### src/hdl/fcrc_pkg.sv
`timescale 1ns / 1ps
// ----------------------------------------------------------------------------
// fcrc_pkg
// Shared types and constants for the recent-flow classifier cache.
// ----------------------------------------------------------------------------
package fcrc_pkg;

  // IP protocol numbers and TCP flag bits
  localparam logic [7:0] PROTO_TCP = 8'd6;
  localparam logic [7:0] PROTO_UDP = 8'd17;
  localparam logic [7:0] FLAG_SYN  = 8'h02;
  localparam logic [7:0] FLAG_ACK  = 8'h10;

  // Configuration register reset values
  localparam logic [15:0] DNS_PORT_RST   = 16'd53;
  localparam logic [15:0] WATCH_PORT_RST = 16'd443;

  // Configuration register indexes
  localparam int unsigned CFG_IDX_W = 8;
  localparam logic [CFG_IDX_W-1:0] CFG_DNS_PORT   = 8'd0;
  localparam logic [CFG_IDX_W-1:0] CFG_WATCH_PORT = 8'd1;

  // Hit reduction: cell match bits are ORed in groups of this size
  localparam int unsigned GROUP_SIZE = 8;

  typedef enum logic [2:0] {
    V_IGNORED = 3'd0,
    V_DNS     = 3'd1,
    V_NEW     = 3'd2,
    V_SEEN    = 3'd3,
    V_SYNACK  = 3'd4
  } verdict_e;

  typedef enum logic [1:0] {
    S_IDLE,
    S_MATCH,
    S_GROUP,
    S_DONE
  } state_e;

  // One flow cache entry, also used as the lookup key
  typedef struct packed {
    logic        family;
    logic [31:0] ports;
    logic [63:0] addr_hi;
    logic [63:0] addr_lo;
  } entry_t;

endpackage

### src/hdl/fcrc_hit_tree.sv
`timescale 1ns / 1ps
// ----------------------------------------------------------------------------
// fcrc_hit_tree
// Registered OR reduction of the cell match bits: groups first, then the
// final OR over the registered group bits.
// ----------------------------------------------------------------------------
module fcrc_hit_tree #(
  parameter int unsigned N = 64
) (
  input  logic         clk_i,
  input  logic         rst_ni,
  input  logic [N-1:0] match_i,
  output logic         hit_o
);
  import fcrc_pkg::*;

  localparam int unsigned NG = (N + GROUP_SIZE - 1) / GROUP_SIZE;

  logic [NG*GROUP_SIZE-1:0] padded;
  logic [NG-1:0]            group_d;
  logic [NG-1:0]            group_q;

  // zero pad to whole groups
  always_comb begin
    padded = '0;
    padded[N-1:0] = match_i;
    for (int g = 0; g < NG; g++) begin
      group_d[g] = |padded[g*GROUP_SIZE +: GROUP_SIZE];
    end
  end

  always_ff @(posedge clk_i or negedge rst_ni) begin
    if (!rst_ni) begin
      group_q <= '0;
    end else begin
      group_q <= group_d;
    end
  end

  assign hit_o = |group_q;

endmodule

### config.mk
export PLATFORM = sky130hd
export DESIGN_NAME = fcrc_hit_tree
export DESIGN_NICKNAME = d
export VERILOG_FILES = /design/src/hdl/fcrc_pkg.sv /design/src/hdl/fcrc_hit_tree.sv
export SDC_FILE = /design/constraint.sdc
export NUM_CORES = 1
export LEC_CHECK = 0
export BUFFER_PORTS_ARGS = -buffer_cell sky130_fd_sc_hd__buf_2
export CORE_UTILIZATION = 24
export DETAILED_ROUTE_END_ITERATION = 10
export GPL_ROUTABILITY_DRIVEN = 1
export PLACE_DENSITY = 0.77
export SLEW_MARGIN = 25
export SYNTH_ARGS = -nofsm -noshare
export SYNTH_HDL_FRONTEND = slang
export SYNTH_SLANG_ARGS = --single-unit
### constraint.sdc
create_clock -name clk_i -period 0.9 [get_ports clk_i]
set_input_delay 0.135 -clock clk_i [delete_from_list [all_inputs] [get_ports clk_i]]
set_output_delay 0.135 -clock clk_i [all_outputs]
set_load 0.03 [all_outputs]
# Word level (Yosys, flattened, before mapping)
# Cells that the tools add are included.
[classes] reduce_logical=9
[op_table] op="$reduce_or A8 Y1" count=9
[totals] reg_bits=8 out_inout_bits=1 wordCells=10

# Longest topological paths before layout
[depth] depth_word=1 ltp_mapped=2 ltp_nobuf=2

# Worst setup path before layout
# OpenSTA, ideal clock, no wires.
[synth_timing] path_kind="reg2out" startpoint="register group_q[1]" endpoint="output port hit_o" t_arrival_ns=0.818 required_ns=0.765 setup_slack_ns=-0.053 path_stages_with_launch=3 path_cell_list="dfrtp_1 nor4_1 nand2_1"
[synth_between] elab_chain_len=1
[synth_rtl] element="from (decl)" line="fcrc_hit_tree.sv:21" text="logic [NG-1:0] group_q;"
[synth_rtl] element="from (signal assigned)" line="fcrc_hit_tree.sv:36" text="group_q <= group_d;"
[synth_rtl] element="$reduce_or A8 Y1" line="fcrc_hit_tree.sv:40" text="assign hit_o = |group_q;"
[synth_rtl] element="to (decl)" line="fcrc_hit_tree.sv:13" text="output logic hit_o"
# Every way passes these cells.

# Worst setup path after layout
# Ends and elaborated chain as after synthesis.

==> flow_summary_export.csv <==
group,metric,value,unit
timing,fmax,806,MHz
power_and_ir_drop,clkPwrFrac,32.6,%
worst_setup_path,cp_max_fo,1,
drt,drt_pass1_iterations,4,
logic_synthesis,yosys_warnings,0,
clock_tree,numCtsBuffers,3,
floorplanning,dieArea,1600,um2
power_and_ir_drop,p_sw,152,uW
logic_synthesis,syn_avg_cell_area,9.90,um2
worst_setup_path,required,0.76,ns
timing,setup_viol,1,
logic_synthesis,synth.distinct_cells,3,
worst_setup_path,critPathKind,"reg2out",
placement,pre_cts_ws,-0.123,ns
power_and_ir_drop,peakVddDrop,462,uV
logic_synthesis,synthXorXnorAreaFrac,0,%
worst_setup_path,startpoint_type,"register",
floorplanning,coreArea,1320,um2
power_and_ir_drop,swShare,19.6,%
drt,vias_per_cell,4.57,
logic_synthesis,syn_inst,35,
clock_tree,clock_tree.root_cell,"clkbuf_4",
floorplanning,die-width,40,um
drt,wl,1150,um
drt,drtIter0Drc,7,
outcome,violations,"setup timing",
logic_synthesis,ys_ff_latch,8,
cells_and_area,fill_cells,128,
global_route,grt_pass1_vias,425,
logic_synthesis,synth_nets,101,
floorplanning,start_util,26.3,%
logic_synthesis,synth_simple_gate_area_share,42.2,%
clock_tree,cts.clk_slew.worst_paths,0.05,ns
drt,drc,0,
cells_and_area,largest_reg_flops,8,
global_route,grt_pass1_wl,1540,um
clock_tree,cts_buffer_depth,2,
cells_and_area,nets,173,
timing,period_needed,1.24,ns
worst_setup_path,crit_arrival,1.11,ns
drt,vias,548,
timing,tightest_slew,0.273,ns
clock_tree,htreeDepth,1,
power_and_ir_drop,comb_power_share,20.6,%
hold_path,min_delay_path_depth,3,
cells_and_area,drive_gt1_share,66.7,%
cells_and_area,diodes,0,
timing,fin_tns_setup,-0.341,ns
cells_and_area,syn2layout_area_growth,114,%
hold_path,min_from,"match_i[63]",
timing,slew_headroom,81.6,%
logic_synthesis,synth-compound-area-share,0,%
clock_tree,cts_setup_buffers,0,
power_and_ir_drop,leakagePower,0.359,nW
global_route,grt_max_degree,9,
power_and_ir_drop,powerDensity,1040,nW/um2
job,cap_violations,0,
drt,drtAntennaViolNets,0,
logic_synthesis,synthAdderAreaFrac,0,%
global_route,grt.overflow.total,0,
hold_path,min_to,"group_q[7]$_DFF_PN0_",
floorplanning,ioPinCount,67,
timing,post-route-period-util,138,%
clock_tree,cts_sinks,8,
clock_tree,cts_tree,"yes",
power_and_ir_drop,internal_power,622,uW
floorplanning,rows,13,
timing,slew_viol_final,0,
logic_synthesis,synth_top_family_by_area,"simple AND/OR/NAND/NOR gates",
global_route,antenna_found_initial,0,
hold_path,min_path_type,"in2reg",
cells_and_area,largest_register,"group_q",
logic_synthesis,synthMuxAreaShare,0,%
placement,portBuffers,66,
logic_synthesis,yosysSeqAreaShare,57.8,%
timing,hold_viol,0,
drt,routedWlPerCell,9.58,um
logic_synthesis,syn_area,347,um2
global_route,track_usage,14.6,%
worst_setup_path,end_kind,"output pin",
cells_and_area,instances_no_fill,120,
power_and_ir_drop,finalPower,774,uW
outcome,status,"finished with violations",
timing,timing.final.ws_setup,-0.341,ns
timing,rsz0062_at_grt,"true",
placement,dpl.cell_count,116,
cells_and_area,biggestRegsByFlops,"group_q (8)",
power_and_ir_drop,p_seq_share,46.8,%
placement,gp_congestion,0.653,
floorplanning,die_y,40,um
stage by stage:
stage               hold slack (ns)  util, %  cell area, um2
floorplan                    -0.161        -             347
global placement            -0.0260     52.8             696
detailed placement          -0.0192     52.8             696
CTS                          0.0758     56.2             741
global route                 0.0814     56.2             741
finish                       0.0833     56.2             741
cell families (layout without fill, tap and decap cells):
| group | count (synthesis) | after routing |
|---|---|---|
| buffers and inverters | 0 | 70 |
| DFF | 8 | 8 |
| and+or+nand+nor | 27 | 27 |
metal layers:
metal,part of all wire [%],GRT usage [%],vias up
met4,0.35,7.76,0
met2,56,23.4,30
li1,-,-,282
met3,6.8,3.33,2
met1,37,18.1,234
met5,0,0,-
synthesized netlist by cell type, drive strengths merged:
cell	instances	share of area (%)
dfrtp	8	58
nor4	18	32
nand2	9	9.7
critical path, stage by stage (launching register included):
cell	delay, ns
dfrtp_1	0.35
nor4_1	0.27
nand2_1	0.10
buf_6	0.14
area by class of cell:
class	count	area [um2]	area share, %
repair buffers	67	347	46.8
well taps	15	18.8	2.53
multi-input cells	27	153	20.6
flip-flops and latches	8	200	27.0
clock buffers	3	22.5	3.04
how the worst max path moves through the flow:
stage                               from     to  slack, ns  depth (start not counted)
finish              group_q[1]$_DFF_PN0_  hit_o      -0.34                          3
global route        group_q[5]$_DFF_PN0_  hit_o      -0.40                          3
CTS                 group_q[6]$_DFF_PN0_  hit_o      -0.37                          3
detailed placement  group_q[5]$_DFF_PN0_  hit_o      -0.12                          3
global placement    group_q[1]$_DFF_PN0_  hit_o      -0.10                          3
floorplan           group_q[1]$_DFF_PN0_  hit_o      -0.05                          2
what timing repair did:
item                       4_1_cts  5_1_grt
gates cloned                     0        0
gates resized for setup          3        0
hold endpoints to repair         8        0
hold buffers                     1        0
setup endpoints to repair        1        1
pin swaps                        1        1
cell usage in the layout, fill, tap and decap left out:
cell type and n:
nor4_1 17, buf_6 1, dlygate4sd3_1 1, buf_2 65
clkbuf_4 3, nand2_1 9, dfrtp_1 8, nor4_2 1
power by group through the flow:
stage / clock [mW] / sequential (mW) / combinational (mW)
after floorplan: 0 / 0.368 / 0.0134
after global placement: 0 / 0.368 / 0.150
after detailed placement: 0 / 0.368 / 0.156
after CTS: 0.262 / 0.362 / 0.161
after global routing: 0.287 / 0.361 / 0.176
final: 0.252 / 0.362 / 0.160
(Power assumes the default switching activity.)
