File: config.mk
export PLATFORM = sky130hd
export DESIGN_NAME = fcrc_cell
export DESIGN_NICKNAME = d
export VERILOG_FILES = /design/src/hdl/fcrc_pkg.sv /design/src/hdl/fcrc_cell.sv
export SDC_FILE = /design/constraint.sdc
export NUM_CORES = 1
export LEC_CHECK = 0
export BUFFER_PORTS_ARGS = -buffer_cell sky130_fd_sc_hd__buf_2
export CAP_MARGIN = 20
export CORE_AREA = 3 3 186 188
export CTS_CLUSTER_DIAMETER = 50
export DETAILED_ROUTE_END_ITERATION = 10
export DIE_AREA = 0 0 189 191
export GPL_TIMING_DRIVEN = 0
export PLACE_DENSITY = 0.43
export SLEW_MARGIN = 20
export SYNTH_ARGS = -nofsm -noshare
export SYNTH_HDL_FRONTEND = slang
export SYNTH_SLANG_ARGS = --single-unit
File: constraint.sdc
create_clock -name clk_i -period 2.4 [get_ports clk_i]
set_input_delay 0.12 -clock clk_i [delete_from_list [all_inputs] [get_ports clk_i]]
set_output_delay 0.12 -clock clk_i [all_outputs]
set_load 0.1 [all_outputs]
File: src/hdl/fcrc_pkg.sv
`timescale 1ns / 1ps
// ----------------------------------------------------------------------------
// fcrc_pkg
// Shared types and constants for the recent-flow classifier cache.
// ----------------------------------------------------------------------------
package fcrc_pkg;

  // IP protocol numbers and TCP flag bits
  localparam logic [7:0] PROTO_TCP = 8'd6;
  localparam logic [7:0] PROTO_UDP = 8'd17;
  localparam logic [7:0] FLAG_SYN  = 8'h02;
  localparam logic [7:0] FLAG_ACK  = 8'h10;

  // Configuration register reset values
  localparam logic [15:0] DNS_PORT_RST   = 16'd53;
  localparam logic [15:0] WATCH_PORT_RST = 16'd443;

  // Configuration register indexes
  localparam int unsigned CFG_IDX_W = 8;
  localparam logic [CFG_IDX_W-1:0] CFG_DNS_PORT   = 8'd0;
  localparam logic [CFG_IDX_W-1:0] CFG_WATCH_PORT = 8'd1;

  // Hit reduction: cell match bits are ORed in groups of this size
  localparam int unsigned GROUP_SIZE = 8;

  typedef enum logic [2:0] {
    V_IGNORED = 3'd0,
    V_DNS     = 3'd1,
    V_NEW     = 3'd2,
    V_SEEN    = 3'd3,
    V_SYNACK  = 3'd4
  } verdict_e;

  typedef enum logic [1:0] {
    S_IDLE,
    S_MATCH,
    S_GROUP,
    S_DONE
  } state_e;

  // One flow cache entry, also used as the lookup key
  typedef struct packed {
    logic        family;
    logic [31:0] ports;
    logic [63:0] addr_hi;
    logic [63:0] addr_lo;
  } entry_t;

endpackage

File: src/hdl/fcrc_cell.sv
`timescale 1ns / 1ps
// ----------------------------------------------------------------------------
// fcrc_cell
// One slot of the flow cache shift chain: holds an entry, takes its
// neighbor's entry on insert and registers whether it matches the key.
// ----------------------------------------------------------------------------
module fcrc_cell (
  input  logic            clk_i,
  input  logic            rst_ni,
  input  logic            shift_i,
  input  fcrc_pkg::entry_t prev_i,
  input  fcrc_pkg::entry_t key_i,
  input  logic            valid_i,
  output fcrc_pkg::entry_t entry_o,
  output logic            match_o
);
  import fcrc_pkg::*;

  entry_t entry_q;
  logic   match_q;
  logic   match_d;

  // entry register, loads the neighbor's entry on insert
  always_ff @(posedge clk_i) begin
    if (shift_i) begin
      entry_q <= prev_i;
    end
  end

  // compare: IPv4 entries check only the low 32 address bits
  always_comb begin
    match_d = valid_i
           && (entry_q.family == key_i.family)
           && (entry_q.ports == key_i.ports)
           && (entry_q.addr_lo[31:0] == key_i.addr_lo[31:0]);
    if (key_i.family) begin
      match_d = match_d
             && (entry_q.addr_lo[63:32] == key_i.addr_lo[63:32])
             && (entry_q.addr_hi == key_i.addr_hi);
    end
  end

  always_ff @(posedge clk_i or negedge rst_ni) begin
    if (!rst_ni) begin
      match_q <= 1'b0;
    end else begin
      match_q <= match_d;
    end
  end

  assign entry_o = entry_q;
  assign match_o = match_q;

endmodule

Word-level counts from Yosys, hierarchy flattened
Cells that the tools add are included.
{"block": "classes", "eq_ne": 5, "muxes": 1, "n_reduce_logical": 5}
{"operator": "equality test 32 bit", "n": 3}
{"operator": "equality test 64 bit", "n": 1}
{"operator": "logical AND 1 bit", "n": 5}
{"operator": "equality test 1 bit", "n": 1}
{"operator": "2-to-1 mux 1 bit", "n": 1}
{"block": "word_totals", "ff_bits": 162, "input_bits": 326, "out_inout_bits": 162, "word_cells": 16}

Depth between registers and ports, before layout
{"block": "depth", "word_depth": 7, "mapped_depth": 6, "ltp_nobuf": 6}

Worst setup path after synthesis
OpenSTA, ideal clock, no wires.
{"block": "synth_path", "kind": "register to register", "startpoint": "reg entry_q (netlist bit entry_o[64])", "endpoint": "reg match_q, in the netlist match_o", "setup_ps": 111, "arrival_time_ps": 2171, "required_ps": 2289, "path_slack_ps": 118, "path_stages_with_launch": 7, "path_buffers": 0, "synth_period_minus_slack_ps": 2282, "cell_sequence": "edfxtp_1 > xor2_1 > nor4_1 > nand4_1 > nor4_1 > nand3_1 > a2111oi_2"}
{"block": "synth_via", "elab_chain_cells": 3}
{"item": "from (decl)", "line": "fcrc_cell.sv:19", "rtl": "entry_t entry_q;"}
{"item": "from (signal assigned)", "line": "fcrc_cell.sv:26", "rtl": "entry_q <= prev_i;"}
{"item": "equality test 64 bit", "line": "fcrc_cell.sv:39", "rtl": "&& (entry_q.addr_hi == key_i.addr_hi);"}
{"item": "logical AND 1 bit", "line": "fcrc_cell.sv:39"}
{"item": "2-to-1 mux 1 bit", "line": "fcrc_cell.sv:36", "rtl": "if (key_i.family) begin"}
{"item": "net match_d", "line": "fcrc_cell.sv:21", "rtl": "logic match_d;"}
{"item": "to (signal assigned)", "line": "fcrc_cell.sv:47", "rtl": "match_q <= match_d;"}
{"item": "to (decl)", "line": "fcrc_cell.sv:20", "rtl": "logic match_q;"}
The timed path passes the listed nets, and every way through them passes these cells.
A chain may end at the register's enable or synchronous reset.

Worst setup path after layout
{"block": "layout_path", "startpoint": "reg entry_q (netlist bit entry_o[93])", "endpoint": "reg match_q, in the netlist match_o"}
The elaborated chain is that of the path after synthesis.

==> flow_summary.json <==
{
  "p_leak_uw": 0.00515,
  "grt_pass1_wl_mm": 36.3,
  "final_cell_mix": "486 x buf_2, 165 x dlygate4sd3_1, 161 x edfxtp_1",
  "drt_iter0_markers": 169,
  "path_max_fanout": 2,
  "vdd_ir_drop_max_mv": 0.456,
  "worstSetupPathType": "reg2reg",
  "final_common_cell": "buf_2",
  "ctsHtreeMaxLevel": 4,
  "clk_pin_slew_ps": 70,
  "finalSetupViolCount": 0,
  "grt_use_total_pct": 13.5,
  "hp-class": "in2reg",
  "ys_types": 19,
  "core_area_sq_um": 33300,
  "ant_nets": 0,
  "grt_remaining_overflow": 0,
  "yosysWarnings": 0,
  "required_ps": 2720,
  "rsz0062_at_grt": "false",
  "p_per_area_nw_per_um2": 769,
  "arrival_ps": 2550,
  "drc": 0,
  "antenna_found_initial": 2,
  "drive_above_1_share_pct": 48.7,
  "hpwl_mm": 20.0,
  "max_freq_mhz": 448,
  "cts_buffers": 17,
  "routed_wl_mm": 25.4,
  "cts_root_buffer": "clkbuf_16",
  "placed_cells": 1333,
  "worstMarginPinSlew_ps": 592,
  "worstSetupStartpointType": "flop",
  "initial_core_util_pct": 20.0,
  "clockBufferDepth": 2,
  "gp_congestion": 0.773,
  "grt_pass1_vias": 6295,
  "yosys.area.top_type_share_pct": 72.5,
  "path_delay_family": "simple AND/OR/NAND/NOR gates",
  "dieHeight_um": 191,
  "die_w_um": 189,
  "post-route-period-util_pct": 92.9,
  "firstDrtPassIters": 6,
  "utilization_pct": 36.2,
  "yosys.area.top_type": "edfxtp_1",
  "max_stage_delay_ps": 410,
  "synth.cell_area_sq_um": 6670,
  "synth_area_leaders": "edfxtp_1 73%, xnor2_1 9.6%, xor2_1 9.1%, nor4_1 2.3%, nand4_1 2.2%",
  "min_period_ps": 2230,
  "setup_ws_ps": 170,
  "ys_ff_latch": 162,
  "clock_sinks": 162,
  "grt_max_degree": 95,
  "endpoint_kind": "flop",
  "seq_area_frac_synth_pct": 72.9,
  "synth_cells": 397,
  "num_vias": 5859,
  "critPathSlowestCell": "edfxtp_1",
  "wl_per_cell_um": 16.6,
  "rows": 67,
  "drv_slew": 0,
  "io_buffer_count": 487,
  "clk-insertion-delay-late_ps": 430,
  "finalHoldViolCount": 0,
  "fin_cells": 1530,
  "syn_avg_cell_area_sq_um": 16.8,
  "synth_fp_nets": 723,
  "cp_num_buf_inv": 0,
  "drv_cap": 0,
  "crit_chain": "xor2_1, nor4_2, nand4_1, nor4_4, nand3_2, a2111oi_2",
  "layout.nets": 1395,
  "hold_slack_ps": 80.2,
  "finalClockSkew_ps": 7.19,
  "slew_headroom_pct": 60.1,
  "io_pins": 488,
  "area_growth_pct": 80.8,
  "dieArea_sq_um": 36100,
  "dp_slack_ps": -178,
  "vias_per_cell": 3.83,
  "p_total_uw": 9260,
  "cts_tree": "done",
  "status": "completed"
}
==> worst paths after layout <==
path | start | endpoint | slack (ps) | cells after the start
worst min register to register | entry_o[15] | match_o | 650 | 3
worst max-delay path | entry_o[93] | match_o | 170 | 6
worst max register to register | entry_o[93] | match_o | 170 | 6
min in group asynchronous | rst_ni | match_o | 520 | 3
worst min-delay path | key_i[16] | match_o | 80 | 5
max in group asynchronous | rst_ni | match_o | 1790 | 3
==> state kept, by name (all words and copies together) (netlist names) <==
register,count
match_o,1
entry_o,161
==> through the flow <==
stage                     setup TNS (ps)  area (sq um)
after floorplan                        0          6670
after global placement           -165460          9660
after detailed placement            -178          9700
after CTS                              0         12000
after global routing                   0         12000
final                                  0         12000
==> final cells by class <==
class / count / area [sq um]
Fill cell: 3334 / 21200
Clock inverter: 14 / 211
Multi-Input combinational cell: 216 / 1790
Antenna cell: 1 / 2.50
Timing Repair Buffer: 653 / 4130
Inverter: 19 / 71.3
Tap cell: 448 / 561
Clock buffer: 17 / 425
Sequential cell: 162 / 4860
==> metal layers <==
layer | up-vias | part of all wire, % | global-route usage, %
li1 | 2845 | - | -
met1 | 2677 | 38 | 14.4
met2 | 310 | 52 | 24.7
met3 | 25 | 7.9 | 4.33
met4 | 2 | 2.0 | 5.27
met5 | - | 0.028 | 0
==> report_power, final <==
| part | internal, uW | total, uW | switching, uW |
|---|---|---|---|
| registers | 3370 | 3540 | 167 |
| clock network | 1840 | 3010 | 1170 |
| logic | 694 | 2710 | 2020 |
==> worst reg2reg max path: stages, from the launching register on <==
cell and delay [ps]:
edfxtp_1 410, xor2_1 170, nor4_2 340, nand4_1 290, nor4_4 390, nand3_2 150
a2111oi_2 380
==> cells in the mapped netlist, drive strengths merged <==
master,n
a2111oi,1
a221oi,2
a22oi,7
and2,1
and4,1
and4b,1
dfrtp,1
edfxtp,161
inv,19
nand3,2
nand4,23
nor2,1
nor4,24
o2111ai,1
o21ai,1
o22ai,8
o2bb2ai,1
xnor2,73
xor2,69
==> logic make-up (layout without fill, tap and decap cells) <==
family | after synthesis | after routing | synth area share, %
simple gates | 53 | 53 | 4.99
other cells | 0 | 1 | 0
flops | 162 | 162 | 72.9
xor+xnor | 142 | 142 | 18.7
buf+inv | 19 | 703 | 1.07
compound gates | 21 | 21 | 2.37
==> what timing repair did <==
action | CTS | global route
setup endpoints to repair | 1 | 1
hold endpoints to repair | 163 | 0
hold buffers | 165 | 0
pin swaps | 2 | 5
resized for setup | 4 | 5
buffers inserted | 0 | 0
Power figures use the tool's default switching activity.
